`config.mk`:
```
export PLATFORM = sky130hd
export DESIGN_NAME = mns_ctrl
export DESIGN_NICKNAME = d
export VERILOG_FILES = /design/src/hdl/mns_pkg.sv /design/src/hdl/mns_ctrl.sv
export SDC_FILE = /design/constraint.sdc
export NUM_CORES = 1
export LEC_CHECK = 0
export BUFFER_PORTS_ARGS = -buffer_cell sky130_fd_sc_hd__buf_2
export CAP_MARGIN = 5
export CORE_AREA = 10 10 47 49
export CTS_CLUSTER_SIZE = 8
export DETAILED_ROUTE_END_ITERATION = 16
export DIE_AREA = 0 0 57 59
export SKIP_LAST_GASP = 1
export SYNTH_ARGS = -nofsm -noshare
export SYNTH_HDL_FRONTEND = slang
export SYNTH_SLANG_ARGS = --single-unit
```
`constraint.sdc`:
```
create_clock -name clk -period 1.82 [get_ports clk]
set_clock_uncertainty 0.2 [all_clocks]
set_input_delay 0.091 -clock clk [delete_from_list [all_inputs] [get_ports clk]]
set_output_delay 0.091 -clock clk [all_outputs]
set_load 0.05 [all_outputs]
```
`src/hdl/mns_pkg.sv`:
```
// mns_pkg: shared types and codes for the Markov note sampler.
// Holds command, status and register codes, the controller state type and
// the control/status structs between mns_ctrl and mns_datapath. No dependencies.
package mns_pkg;

	// Item commands
	localparam logic [1:0] CMD_WRITE   = 2'd0;
	localparam logic [1:0] CMD_DRAW    = 2'd1;
	localparam logic [1:0] CMD_RESTART = 2'd2;
	localparam logic [1:0] CMD_NOP     = 2'd3;

	// Result status codes
	localparam logic [1:0] STAT_FULL      = 2'd0;
	localparam logic [1:0] STAT_NOTE_ONLY = 2'd1;
	localparam logic [1:0] STAT_NONE      = 2'd2;

	// Configuration register indexes
	localparam logic REG_MIN_TONE   = 1'b0;
	localparam logic REG_NOTE_COUNT = 1'b1;

	// Field widths
	localparam int MIN_TONE_W   = 7;
	localparam int NOTE_COUNT_W = 6;
	localparam int CFG_DATA_W   = 7;
	localparam int WEIGHT_W     = 16;
	localparam logic [NOTE_COUNT_W-1:0] NOTE_COUNT_RST = 6'd32;

	// Controller states
	typedef enum logic [1:0] {
		ST_IDLE,
		ST_NOTE,
		ST_LEN,
		ST_DONE
	} state_t;

	// Commands from controller to datapath
	typedef struct packed {
		logic wr_en;      // store one weight from the item fields
		logic restart;    // current note back to index zero
		logic draw_init;  // latch draws, start the note walk
		logic walk;       // walk running: issue reads, accumulate
		logic len_mode;   // walk is over length bins
		logic note_take;  // note found: take it, start the length walk
		logic note_miss;  // no note found: finish with status none
		logic len_take;   // length found: finish with full status
		logic len_miss;   // no length found: finish with note only
	} ctl_t;

	// Status from datapath to controller
	typedef struct packed {
		logic hit;   // checked running sum exceeds the draw
		logic miss;  // walk exhausted without a hit
	} stat_t;

endpackage

```
`src/hdl/mns_ctrl.sv`:
```
// mns_ctrl: controller state machine of the Markov note sampler.
// Decodes items, sequences the note and length walks, raises the result strobe.
// Depends on mns_pkg.
module mns_ctrl (
	input  logic            clk,
	input  logic            arst_n,
	input  logic            start,
	input  logic [1:0]      cmd,
	input  mns_pkg::stat_t  st,
	output mns_pkg::ctl_t   ctl,
	output logic            busy,
	output logic            done
);

	mns_pkg::state_t state_q, state_nx;

	// State register
	always_ff @(posedge clk or negedge arst_n) begin
		if (!arst_n) begin
			state_q <= mns_pkg::ST_IDLE;
		end else begin
			state_q <= state_nx;
		end
	end

	// Next state and commands
	always_comb begin
		state_nx = state_q;
		ctl      = '0;
		unique case (state_q)
			mns_pkg::ST_IDLE: begin
				if (start) begin
					unique case (cmd)
						mns_pkg::CMD_WRITE: ctl.wr_en = 1'b1;
						mns_pkg::CMD_RESTART: ctl.restart = 1'b1;
						mns_pkg::CMD_DRAW: begin
							ctl.draw_init = 1'b1;
							state_nx      = mns_pkg::ST_NOTE;
						end
						default: ;
					endcase
				end
			end
			mns_pkg::ST_NOTE: begin
				ctl.walk = 1'b1;
				priority if (st.hit) begin
					ctl.note_take = 1'b1;
					state_nx      = mns_pkg::ST_LEN;
				end else if (st.miss) begin
					ctl.note_miss = 1'b1;
					state_nx      = mns_pkg::ST_DONE;
				end else begin
					// keep walking the note columns
				end
			end
			mns_pkg::ST_LEN: begin
				ctl.walk     = 1'b1;
				ctl.len_mode = 1'b1;
				priority if (st.hit) begin
					ctl.len_take = 1'b1;
					state_nx     = mns_pkg::ST_DONE;
				end else if (st.miss) begin
					ctl.len_miss = 1'b1;
					state_nx     = mns_pkg::ST_DONE;
				end else begin
					// keep walking the length bins
				end
			end
			mns_pkg::ST_DONE: state_nx = mns_pkg::ST_IDLE;
			default: state_nx = mns_pkg::ST_IDLE;
		endcase
	end

	assign busy = (state_q != mns_pkg::ST_IDLE);
	assign done = (state_q == mns_pkg::ST_DONE);

endmodule

```
# After elaboration in Yosys (flattened, before gate mapping)
# Cells that the tools add are included.
# classes
eq_ne,7
n_reduce_logical,5
mux,18
# ops
operator,n
$mux W2,7
$mux W1,8
$pmux W2 S4,1
$eq A2 B2 Y1 const B,3
$mux W3,2
$eq A2 B1 Y1 const B,2
$logic_not A2 Y1,2
$ne A2 B1 Y1 const B,1
$ne A2 B2 Y1 const B,1
$reduce_and A2 Y1,1
$reduce_bool A2 Y1,1
$reduce_or A2 Y1,1
# totals
register_bits,2
in_bits,7
out_inout_bits,11
wordCells,31

# Logic depth before layout (Yosys ltp)
# Gate-level depths: netlist (run 1).
# depth
depth_word,4
mapped_depth,5
mapped_depth_nobuf,5

# Least setup slack after synthesis (run 1)
# No wires, ideal clock.
# synth_timing
path_type,reg2out
startpoint,reg state_q[0]
endpoint,out ctl[7] in the netlist's numbering
t_required_ns,1.529
setup_slack_ns,-0.477
stages_incl_launch_ff,5
arrival_ns,2.006
path_buffers,0
path_cell_list,dfrtp_1 -> inv_1 -> ha_1 -> nand2_1 -> nor3b_1
# synth_rtl
element,line,text
start: declaration,mns_ctrl.sv:15,"mns_pkg::state_t state_q, state_nx;"
start signal: assignment,mns_ctrl.sv:20,state_q <= mns_pkg::ST_IDLE;
start signal: assignment,mns_ctrl.sv:22,state_q <= state_nx;
end: declaration,mns_ctrl.sv:10,"output mns_pkg::ctl_t ctl,"

==> results of run 1 <==
## worst max-delay path by stage
stage,endpoint
after global placement,state_q[0]
after detailed placement,state_q[0]
after global routing,ctl[7]
after CTS,ctl[7]
after floorplan,ctl[7]
final,ctl[7]
## metrics by stage
step	cell area, um^2	setup TNS [ns]	hold slack, ns
2_1_floorplan	269	-1.29	-0.405
6_report	447	0	0.00788
5_1_grt	447	-0.00170	0.0478
4_1_cts	437	0	0.0123
3_3_place_gp	389	0	-0.319
3_5_place_dp	389	0	-0.322
## power by group through the flow
| stage | Sequential, mW | Combinational [mW] | Clock (mW) |
|---|---|---|---|
| global route | 0.0843 | 0.644 | 0.103 |
| global placement | 0.0801 | 0.576 | 0 |
| detailed placement | 0.0817 | 0.578 | 0 |
| floorplan | 0.0846 | 0.441 | 0 |
| finish | 0.0827 | 0.592 | 0.0951 |
| CTS | 0.0812 | 0.586 | 0.102 |
## Yosys cell counts
| cell type | number |
|---|---|
| sky130_fd_sc_hd__nand2_1 | 2 |
| sky130_fd_sc_hd__and2b_2 | 1 |
| sky130_fd_sc_hd__nor4_1 | 1 |
| sky130_fd_sc_hd__nor2_1 | 1 |
| sky130_fd_sc_hd__o31ai_1 | 1 |
| sky130_fd_sc_hd__nor3b_1 | 2 |
| sky130_fd_sc_hd__a211o_1 | 1 |
| sky130_fd_sc_hd__and2_2 | 2 |
| sky130_fd_sc_hd__and3b_2 | 2 |
| sky130_fd_sc_hd__ha_1 | 6 |
| sky130_fd_sc_hd__a21oi_1 | 1 |
| sky130_fd_sc_hd__inv_1 | 3 |
| sky130_fd_sc_hd__nor3_1 | 1 |
| sky130_fd_sc_hd__nand3b_1 | 1 |
| sky130_fd_sc_hd__dfrtp_1 | 2 |
| sky130_fd_sc_hd__nand3_1 | 1 |
| sky130_fd_sc_hd__or4_1 | 1 |
| sky130_fd_sc_hd__mux2i_1 | 1 |
## critical path, cell delays in order, from the launching register on
cell	delay, ns
sky130_fd_sc_hd__dfrtp_1	0.40
sky130_fd_sc_hd__inv_2	0.11
sky130_fd_sc_hd__ha_1	0.18
sky130_fd_sc_hd__nand2_1	0.09
sky130_fd_sc_hd__nor3b_1	0.20
sky130_fd_sc_hd__buf_4	0.23
## logic make-up (layout without fill, tap and decap cells)
kind of cell | count (synthesis) | after routing | share of synthesized area (%)
mux | 1 | 1 | 3.72
fa+ha+maj | 6 | 6 | 27.9
buf+inv | 3 | 28 | 4.19
compound gates | 3 | 3 | 7.91
simple gates | 15 | 15 | 37.7
flops | 2 | 2 | 18.6
## layout make-up
cell class	count	area [um^2]
Fill cell	164	955
Clock buffer	3	22.5
Timing Repair Buffer	22	135
Multi-Input combinational cell	25	208
Tap cell	16	20.0
Inverter	3	11.3
Sequential cell	2	50.0
## per-layer routing
| layer | up-vias | GRT usage, % | share of wire [%] |
|---|---|---|---|
| li1 | 156 | - | - |
| met1 | 129 | 4.63 | 40 |
| met2 | 12 | 7.91 | 48 |
| met3 | 0 | 3.00 | 12 |
| met4 | 0 | 3.02 | 0 |
| met5 | - | 0 | 0 |
## repair_timing
item                       in CTS  in global routing
buffers inserted                0                  1
setup endpoints to repair       2                  3
hold buffers                    2                  0
resized for setup               2                  2
hold endpoints to repair        2                  0
==> impl_metrics.py, run 1 <==
metrics = {
    "final_layout": {
        "final_core_utilization_pct": 31.9,
        "instances_no_fill": 71,
        "final_nets": 70,
        "largest_register": "state_q",
        "number_of_flip_flops_in_the_largest_register": 2,
        "layout.cells.most_common_list": "sky130_fd_sc_hd__buf_2 (14), sky130_fd_sc_hd__ha_1 (6), sky130_fd_sc_hd__buf_4 (5)",
        "n_antenna_cell": 0,
        "area_delta_synth_final_pct": 66.0,
        "layout_commonest_cell": "sky130_fd_sc_hd__buf_2",
        "biggestRegsByFlops": "state_q: 2 flops",
        "drive_above_1_share_pct": 52.7,
    },
    "setup_path": {
        "critPathRequiredTime_ns": 1.53,
        "worst-setup-path-type": "reg -> out",
        "critical_path.endpoint_type": "primary output",
        "crit_path_max_fanout": 5,
        "setup.worst_path.start_class": "flop",
        "terminus_of_the_critical_flop_to_flop_path": "state_q[0]",
        "setup.reg_to_reg.worst_slack_ns": 0.20,
        "timing.reg2reg.worst_path_depth": 5,
        "critical_path_arrival_ns": 1.43,
        "worstReg2RegStart": "state_q[0]",
        "critical_path.startpoint": "state_q[0]",
    },
    "power_and_ir_drop": {
        "comb_power_share_pct": 76.9,
        "power.leakage_nw": 0.251,
        "vdd.ir_drop.worst_v": 0.00103,
        "overall_power_mw": 0.770,
        "power_report.internal_total_mw": 0.328,
        "power_per_cell_area_mw_per_mm2": 1720,
        "switching_power_mw": 0.442,
        "power_switching_share_pct": 57.4,
        "sequentialPowerShare_pct": 10.7,
        "p_clk_share_pct": 12.3,
    },
    "sta": {
        "timing.fmax_ghz": 0.581,
        "count_of_final_hold_check_violations": 0,
        "final.setup.worst_slack_ns": 0.0992,
        "final-setup-viol-count": 0,
        "finalCritPeriodShare_pct": 94.5,
        "unrepaired_setup_endpoints_after_global_routing": "yes",
        "max_slew.worst_pin.slew_ns": 0.287,
        "slew_viol_final": 0,
        "timing.max_slew.rel_slack_pct": 80.7,
        "final_period_minus_worst_setup_slack_ns": 1.72,
    },
    "grt": {
        "globalRouteOverflowTotal": 0,
        "track_usage_pct": 4.88,
        "vias_in_the_first_global_route": 345,
        "global_route_wire_length_before_repair_um": 1370,
        "antenna_violations_before_repair": 0,
        "grt_start_max_net_pins": 8,
    },
    "synth": {
        "number_of_different_library_cells_in_the_post_synthesis_netlist": 18,
        "avgSynthCellArea_um2": 8.97,
        "post-synth-top-area-fraction_pct": 27.9,
        "cells_after_synth": 30,
        "synth_seq_cells": 2,
        "syn_nets": 43,
        "yosys_warnings": 0,
        "synth_area_leaders": "sky130_fd_sc_hd__ha_1 (28%), sky130_fd_sc_hd__dfrtp_1 (19%), sky130_fd_sc_hd__and3b_2 (7.4%)",
        "ys_seq_area_share_pct": 18.6,
        "area_of_the_mapped_netlist_um2": 269,
        "cell_type_with_the_highest_aggregate_area_in_the_netlist": "sky130_fd_sc_hd__ha_1",
    },
    "clock_tree": {
        "insertion_delay_to_the_later_sink_of_the_worst_skew_pair_ns": 0.22,
        "clock_sink_count": 2,
        "cts_inserted_buffers": 3,
        "cts.clk_slew.worst_paths_ns": 0.03,
        "cts_buffer_depth": 2,
        "cts_tree": "built",
        "cts_root_buffer": "sky130_fd_sc_hd__clkbuf_4",
        "htree_levels": 1,
    },
    "detailed_routing": {
        "avgViaCountPerCell": 4.18,
        "final_antenna_net_count": 0,
        "detail_route.first_pass.iterations": 2,
        "total_via_count_in_the_routed_design": 297,
        "detail_route.wirelength_um": 787,
        "drt_iter0_markers": 2,
        "average_wire_per_cell_in_the_routed_design_um": 11.1,
        "detailed_route_drc_error_count": 0,
    },
    "placed_design": {
        "placed_cells": 65,
        "place_ws_ns": 0.146,
        "port_buffers": 17,
        "gpl.final_weighted_congestion": 0.654,
    },
    "floorplanning": {
        "dieWidth_um": 57,
        "die_height_um": 59,
        "core_region_area_mm2": 0.00140,
        "io-pin-count": 18,
        "initial_core_util_pct": 19.2,
        "core.rowCount": 14,
        "die-area_mm2": 0.00336,
    },
    "worst_hold_path": {
        "whs_path_depth": 3,
        "timing.hold.worst.class": "in -> reg",
        "hold-path-endpoint": "state_q[1]",
        "holdCritStartpoint": "st[0]",
    },
    "run_status": {
        "run_status": "completed",
    },
    "run": {
        "cap_viol_max_count": 0,
    },
}
(Power assumes the default switching activity.)
==> run 2: changes to the inputs <==
--- a/config.mk
+++ b/config.mk
@@ -7,10 +7,13 @@
 export LEC_CHECK = 0
 export BUFFER_PORTS_ARGS = -buffer_cell sky130_fd_sc_hd__buf_2
 export CAP_MARGIN = 5
-export CORE_AREA = 10 10 47 49
+export CELL_PAD_IN_SITES_DETAIL_PLACEMENT = 0
+export CELL_PAD_IN_SITES_GLOBAL_PLACEMENT = 1
+export CORE_AREA = 4 4 41 43
 export CTS_CLUSTER_SIZE = 8
 export DETAILED_ROUTE_END_ITERATION = 16
-export DIE_AREA = 0 0 57 59
+export DIE_AREA = 0 0 45 47
+export PLACE_DENSITY_LB_ADDON = 0.1
 export SKIP_LAST_GASP = 1
 export SYNTH_ARGS = -nofsm -noshare
 export SYNTH_HDL_FRONTEND = slang
==> impl_metrics.py, run 2 (synthesis results as in run 1) <==
metrics = {
    "clock_tree": {
        "insertion_delay_to_the_later_sink_of_the_worst_skew_pair_ns": 0.23,
        "clock_sink_count": 2,
        "cts_inserted_buffers": 3,
        "cts.clk_slew.worst_paths_ns": 0.03,
        "htree_levels": 1,
        "cts_buffer_depth": 2,
        "cts_root_buffer": "sky130_fd_sc_hd__clkbuf_4",
        "cts.repair_timing.setup_buffer_count": 0,
        "cts_tree": "built",
    },
    "floorplanning": {
        "core_region_area_mm2": 0.00130,
        "die_height_um": 47,
        "die-area_mm2": 0.00212,
        "io-pin-count": 18,
        "dieWidth_um": 45,
        "core.rowCount": 13,
        "initial_core_util_pct": 20.7,
    },
    "grt": {
        "antenna_violations_before_repair": 0,
        "global_route_wire_length_before_repair_um": 1270,
        "track_usage_pct": 8.84,
        "vias_in_the_first_global_route": 314,
        "globalRouteOverflowTotal": 0,
        "grt_start_max_net_pins": 8,
    },
    "final_layout": {
        "area_delta_synth_final_pct": 62.8,
        "n_antenna_cell": 0,
        "largest_register": "state_q",
        "layout_commonest_cell": "sky130_fd_sc_hd__buf_2",
        "instances_no_fill": 69,
        "layout.cells.most_common_list": "sky130_fd_sc_hd__buf_2 (15), sky130_fd_sc_hd__ha_1 (5), sky130_fd_sc_hd__buf_4 (4)",
        "drive_above_1_share_pct": 53.7,
        "number_of_flip_flops_in_the_largest_register": 2,
        "finish.instance_area_um2": 438,
        "biggestRegsByFlops": "state_q: 2 flops",
        "final_nets": 69,
    },
    "setup_path": {
        "crit_path_max_fanout": 5,
        "worst-setup-path-type": "reg -> out",
        "critPathMaxStageDelay_ns": 0.40,
        "timing.critical_path.max_delay_family": "flip-flops",
        "setup.worst_path.start_class": "flop",
        "critical_path_arrival_ns": 1.44,
        "critPathSlowestCell": "sky130_fd_sc_hd__dfrtp_1",
        "path_cells": "inv_2 > ha_2 > nand2_1 > nor3b_1 > buf_4",
        "critPathRequiredTime_ns": 1.53,
        "setup.reg_to_reg.worst_slack_ns": 0.21,
        "critical_path.endpoint_type": "primary output",
        "cp.buffers_inverters": 2,
    },
    "sta": {
        "unrepaired_setup_endpoints_after_global_routing": "no",
        "max_slew.worst_pin.slew_ns": 0.276,
        "timing.fmax_ghz": 0.579,
        "timing.max_slew.rel_slack_pct": 81.4,
        "count_of_final_hold_check_violations": 0,
        "slew_viol_final": 0,
        "finalCritPeriodShare_pct": 94.9,
        "final-setup-viol-count": 0,
        "final.setup.worst_slack_ns": 0.0935,
        "final_period_minus_worst_setup_slack_ns": 1.73,
    },
    "detailed_routing": {
        "detail_route.wirelength_um": 736,
        "detailed_route_drc_error_count": 0,
        "detail_route.first_pass.iterations": 5,
        "total_via_count_in_the_routed_design": 303,
        "average_wire_per_cell_in_the_routed_design_um": 10.7,
        "avgViaCountPerCell": 4.39,
        "final_antenna_net_count": 0,
        "drt_iter0_markers": 4,
    },
    "worst_hold_path": {
        "timing.hold.worst.class": "in -> reg",
    },
    "power_and_ir_drop": {
        "switching_power_mw": 0.443,
        "power.leakage_nw": 0.246,
        "sequentialPowerShare_pct": 10.9,
        "vdd.ir_drop.worst_v": 0.000927,
        "power_switching_share_pct": 58.5,
        "power_per_cell_area_mw_per_mm2": 1730,
        "power_report.internal_total_mw": 0.315,
        "p_clk_share_pct": 13.0,
        "comb_power_share_pct": 76.1,
    },
    "placed_design": {
        "postPlaceCellArea_um2": 388,
        "place_hpwl_um": 604,
        "place_ws_ns": 0.163,
        "port_buffers": 17,
        "placed_cells": 64,
        "gpl.final_weighted_congestion": 0.681,
    },
    "run": {
        "cap_viol_max_count": 0,
    },
    "run_status": {
        "run_status": "completed",
    },
}
[run 2: cell types whose count changed in the layout (fill, tap and decap cells not counted), sizes merged]
cell,before,now
clkbuf,4,3
[run 2: metrics by stage]
stage          hold WS, ns  TNS, ns  power (mW)  utilization (%)
5_1_grt             0.0790        0       0.832             33.7
3_5_place_dp        -0.320        0       0.657             29.8
4_1_cts             0.0285        0       0.767             33.5
6_report            0.0283        0       0.757             33.7
3_3_place_gp        -0.319        0       0.657             29.8
2_1_floorplan       -0.405    -1.29       0.526                -
[run 2: metal layers]
layer / GRT usage [%] / share of wire [%] / vias to the layer above
met5: 0 / 0 / -
met4: 5.26 / 1.1 / 0
met3: 4.98 / 13 / 2
met2: 13.0 / 39 / 19
met1: 9.98 / 47 / 129
li1: - / - / 153
[run 2: power groups by stage]
stage / Combinational, mW / Clock (mW) / Sequential, mW
floorplan: 0.441 / 0 / 0.0846
detailed placement: 0.576 / 0 / 0.0806
global route: 0.634 / 0.113 / 0.0860
finish: 0.576 / 0.0988 / 0.0823
global placement: 0.577 / 0 / 0.0799
CTS: 0.584 / 0.103 / 0.0802
[run 2: path summary, 6_finish.rpt]
check / startpoint / endpoint / depth (start not counted)
setup / recovery: state_q[0] / ctl[6] / 5
hold / removal: st[0] / state_q[1] / 3
setup reg to reg: state_q[0] / state_q[0] / 5
hold reg to reg: state_q[0] / state_q[0] / 2
max in group asynchronous: arst_n / state_q[1] / 3
min in group asynchronous: arst_n / state_q[0] / 3
[run 2: worst register-to-register path, delay by kind of cell (launching register included)]
| kind | cells | cell delay (ns) |
|---|---|---|
| muxes | 1 | 0.10 |
| adders and majority gates | 1 | 0.23 |
| buffers and inverters | 1 | 0.08 |
| and+or+nand+nor | 1 | 0.40 |
| AOI/OAI and AO/OA | 1 | 0.08 |
| DFF | 1 | 0.39 |
[run 2: layout make-up]
cell class                      instances  area [um^2]
Multi-Input combinational cell         25          210
Timing Repair Buffer                   21          125
Fill cell                             146          863
Sequential cell                         2         50.0
Clock buffer                            3         22.5
Tap cell                               15         18.8
Inverter                                3         11.3
[run 2: repair_timing]
action / 4_1_cts / 5_1_grt
endpoints found under the hold margin: 2 / 0
gates resized for setup: 2 / 2
hold buffers: 2 / 0
setup endpoints to repair: 2 / 3
gates cloned: 0 / 0
==> run 3: changes to the inputs <==
--- a/config.mk
+++ b/config.mk
@@ -14,6 +14,7 @@
 export DETAILED_ROUTE_END_ITERATION = 16
 export DIE_AREA = 0 0 45 47
 export PLACE_DENSITY_LB_ADDON = 0.1
+export SETUP_SLACK_MARGIN = 0.4
 export SKIP_LAST_GASP = 1
 export SYNTH_ARGS = -nofsm -noshare
 export SYNTH_HDL_FRONTEND = slang
==> impl_metrics.py, run 3 (synthesis results as in run 1) <==
metrics = {
    "run_status": {
        "run_status": "completed",
    },
    "final_layout": {
        "number_of_flip_flops_in_the_largest_register": 2,
        "n_antenna_cell": 0,
        "biggestRegsByFlops": "state_q: 2 flops",
        "fillCellCount": 115,
        "largest_register": "state_q",
        "layout.area.seq_um2": 52.6,
        "finish.instance_area_um2": 724,
        "area_delta_synth_final_pct": 169,
        "layout.cells.most_common_list": "sky130_fd_sc_hd__buf_6 (9), sky130_fd_sc_hd__buf_4 (8), sky130_fd_sc_hd__buf_2 (6), sky130_fd_sc_hd__buf_8 (6)",
        "drive_above_1_share_pct": 81.5,
        "multi_input_comb_area_um2": 303,
        "layout_commonest_cell": "sky130_fd_sc_hd__buf_6",
        "final_nets": 80,
    },
    "sta": {
        "max_slew.worst_pin.slew_ns": 0.349,
        "unrepaired_setup_endpoints_after_global_routing": "yes",
        "timing.fmax_ghz": 0.616,
        "slew_viol_final": 0,
        "final.setup.worst_slack_ns": 0.196,
        "finalCritPeriodShare_pct": 89.2,
        "final-setup-viol-count": 0,
        "final_period_minus_worst_setup_slack_ns": 1.62,
        "finalHoldWorstSlack_ns": 0.0235,
        "setup-tns-final_ns": 0,
        "count_of_final_hold_check_violations": 0,
        "timing.max_slew.rel_slack_pct": 76.5,
    },
    "power_and_ir_drop": {
        "overall_power_mw": 1.20,
        "power_per_cell_area_mw_per_mm2": 1650,
        "power.leakage_nw": 0.344,
        "vdd.ir_drop.worst_v": 0.000879,
    },
    "clock_tree": {
        "insertion_delay_to_the_later_sink_of_the_worst_skew_pair_ns": 0.23,
        "cts.clk_slew.worst_paths_ns": 0.03,
        "cts_root_buffer": "sky130_fd_sc_hd__clkbuf_4",
        "cts_inserted_buffers": 3,
        "clock_sink_count": 2,
        "htree_levels": 1,
        "cts_buffer_depth": 2,
        "cts_tree": "built",
    },
    "setup_path": {
        "setup.reg_to_reg.worst_slack_ns": 0.23,
        "critPathRequiredTime_ns": 1.53,
        "critical_path.startpoint": "state_q[0]",
        "worst_setup_path_endpoint": "ctl[0]",
        "setup.worst_path.start_class": "flop",
        "path_cells": "inv_4 > buf_4 > ha_4 > and3b_2 > buf_8",
        "timing.reg2reg.worst_path_depth": 5,
        "worst-setup-path-type": "reg -> out",
        "terminus_of_the_critical_flop_to_flop_path": "state_q[0]",
        "worstSetupPathDepth": 5,
        "cp.buffers_inverters": 3,
        "timing.critical_path.max_delay_family": "flip-flops",
        "critical_path.endpoint_type": "primary output",
        "critPathSlowestCell": "sky130_fd_sc_hd__dfrtp_2",
        "worstReg2RegStart": "state_q[0]",
        "critical_path_arrival_ns": 1.33,
        "crit_path_max_fanout": 5,
        "critPathMaxStageDelay_ns": 0.42,
    },
    "floorplanning": {
        "die_height_um": 47,
        "die-area_mm2": 0.00212,
        "core.rowCount": 13,
        "io-pin-count": 18,
        "initial_core_util_pct": 20.7,
        "dieWidth_um": 45,
        "core_region_area_mm2": 0.00130,
    },
    "detailed_routing": {
        "drt_iter0_markers": 9,
        "average_wire_per_cell_in_the_routed_design_um": 11.1,
        "detailed_route_drc_error_count": 0,
        "avgViaCountPerCell": 4.38,
        "detail_route.wirelength_um": 884,
        "detail_route.first_pass.iterations": 4,
        "final_antenna_net_count": 0,
        "total_via_count_in_the_routed_design": 350,
    },
    "grt": {
        "track_usage_pct": 10.3,
        "global_route_wire_length_before_repair_um": 1480,
        "antenna_violations_before_repair": 0,
        "globalRouteOverflowTotal": 0,
        "grt_start_max_net_pins": 8,
        "vias_in_the_first_global_route": 366,
    },
    "placed_design": {
        "port_buffers": 17,
        "postPlaceCellArea_um2": 429,
        "place_hpwl_um": 613,
        "place_ws_ns": 0.131,
        "gpl.final_weighted_congestion": 0.761,
    },
    "worst_hold_path": {
        "timing.hold.worst.class": "in -> reg",
    },
    "run": {
        "cap_viol_max_count": 0,
    },
}
-- run 3: power by group --
| part | switching (mW) | internal [mW] | total (mW) |
|---|---|---|---|
| Sequential | 0.0299 | 0.0695 | 0.0993 |
| Combinational | 0.513 | 0.487 | 1.00 |
| Clock | 0.0262 | 0.0728 | 0.0990 |
| Total | 0.569 | 0.630 | 1.20 |
-- run 3: final cells by class --
type                            instances  area share [%]
Inverter                                3            2.25
Multi-Input combinational cell         25            41.8
Timing Repair Buffer                   32            43.0
Tap cell                               15            2.59
Sequential cell                         2            7.25
Clock buffer                            3            3.11
-- run 3: worst min-delay path by stage --
stage / from / end / slack, ns / depth (start not counted)
CTS: st[1] / state_q[1] / 0.006 / 3
global route: st[1] / state_q[1] / 0.03 / 3
global placement: arst_n / state_q[1] / -0.32 / 1
floorplan: arst_n / state_q[0] / -0.40 / 0
finish: st[1] / state_q[1] / 0.02 / 3
detailed placement: arst_n / state_q[1] / -0.32 / 1
-- run 3: tightest hold or removal path, stage by stage --
cell and delay [ns]:
sky130_fd_sc_hd__buf_2 0.14, sky130_fd_sc_hd__nor4_1 0.08, sky130_fd_sc_hd__a21oi_2 0.09
-- run 3: per-stage QoR --
step / std cells / util [%]
global placement: 62 / 33.0
floorplan: 30 / -
finish: 80 / 55.7
detailed placement: 62 / 33.0
global route: 80 / 55.7
CTS: 76 / 48.5
-- run 3: repair_timing --
item	in CTS	in global routing
hold buffers	3	0
gates resized for setup	28	19
setup endpoints to repair	12	13
setup buffers	8	4
endpoints found under the hold margin	3	0
pin swaps	3	6
-- run 3: metal layers --
| metal | vias to the layer above | share of wire, % | GRT usage [%] |
|---|---|---|---|
| met5 | - | 0 | 0 |
| met4 | 0 | 0 | 5.26 |
| met3 | 0 | 8.5 | 8.05 |
| met2 | 13 | 52 | 16.9 |
| met1 | 160 | 39 | 9.13 |
| li1 | 177 | - | - |
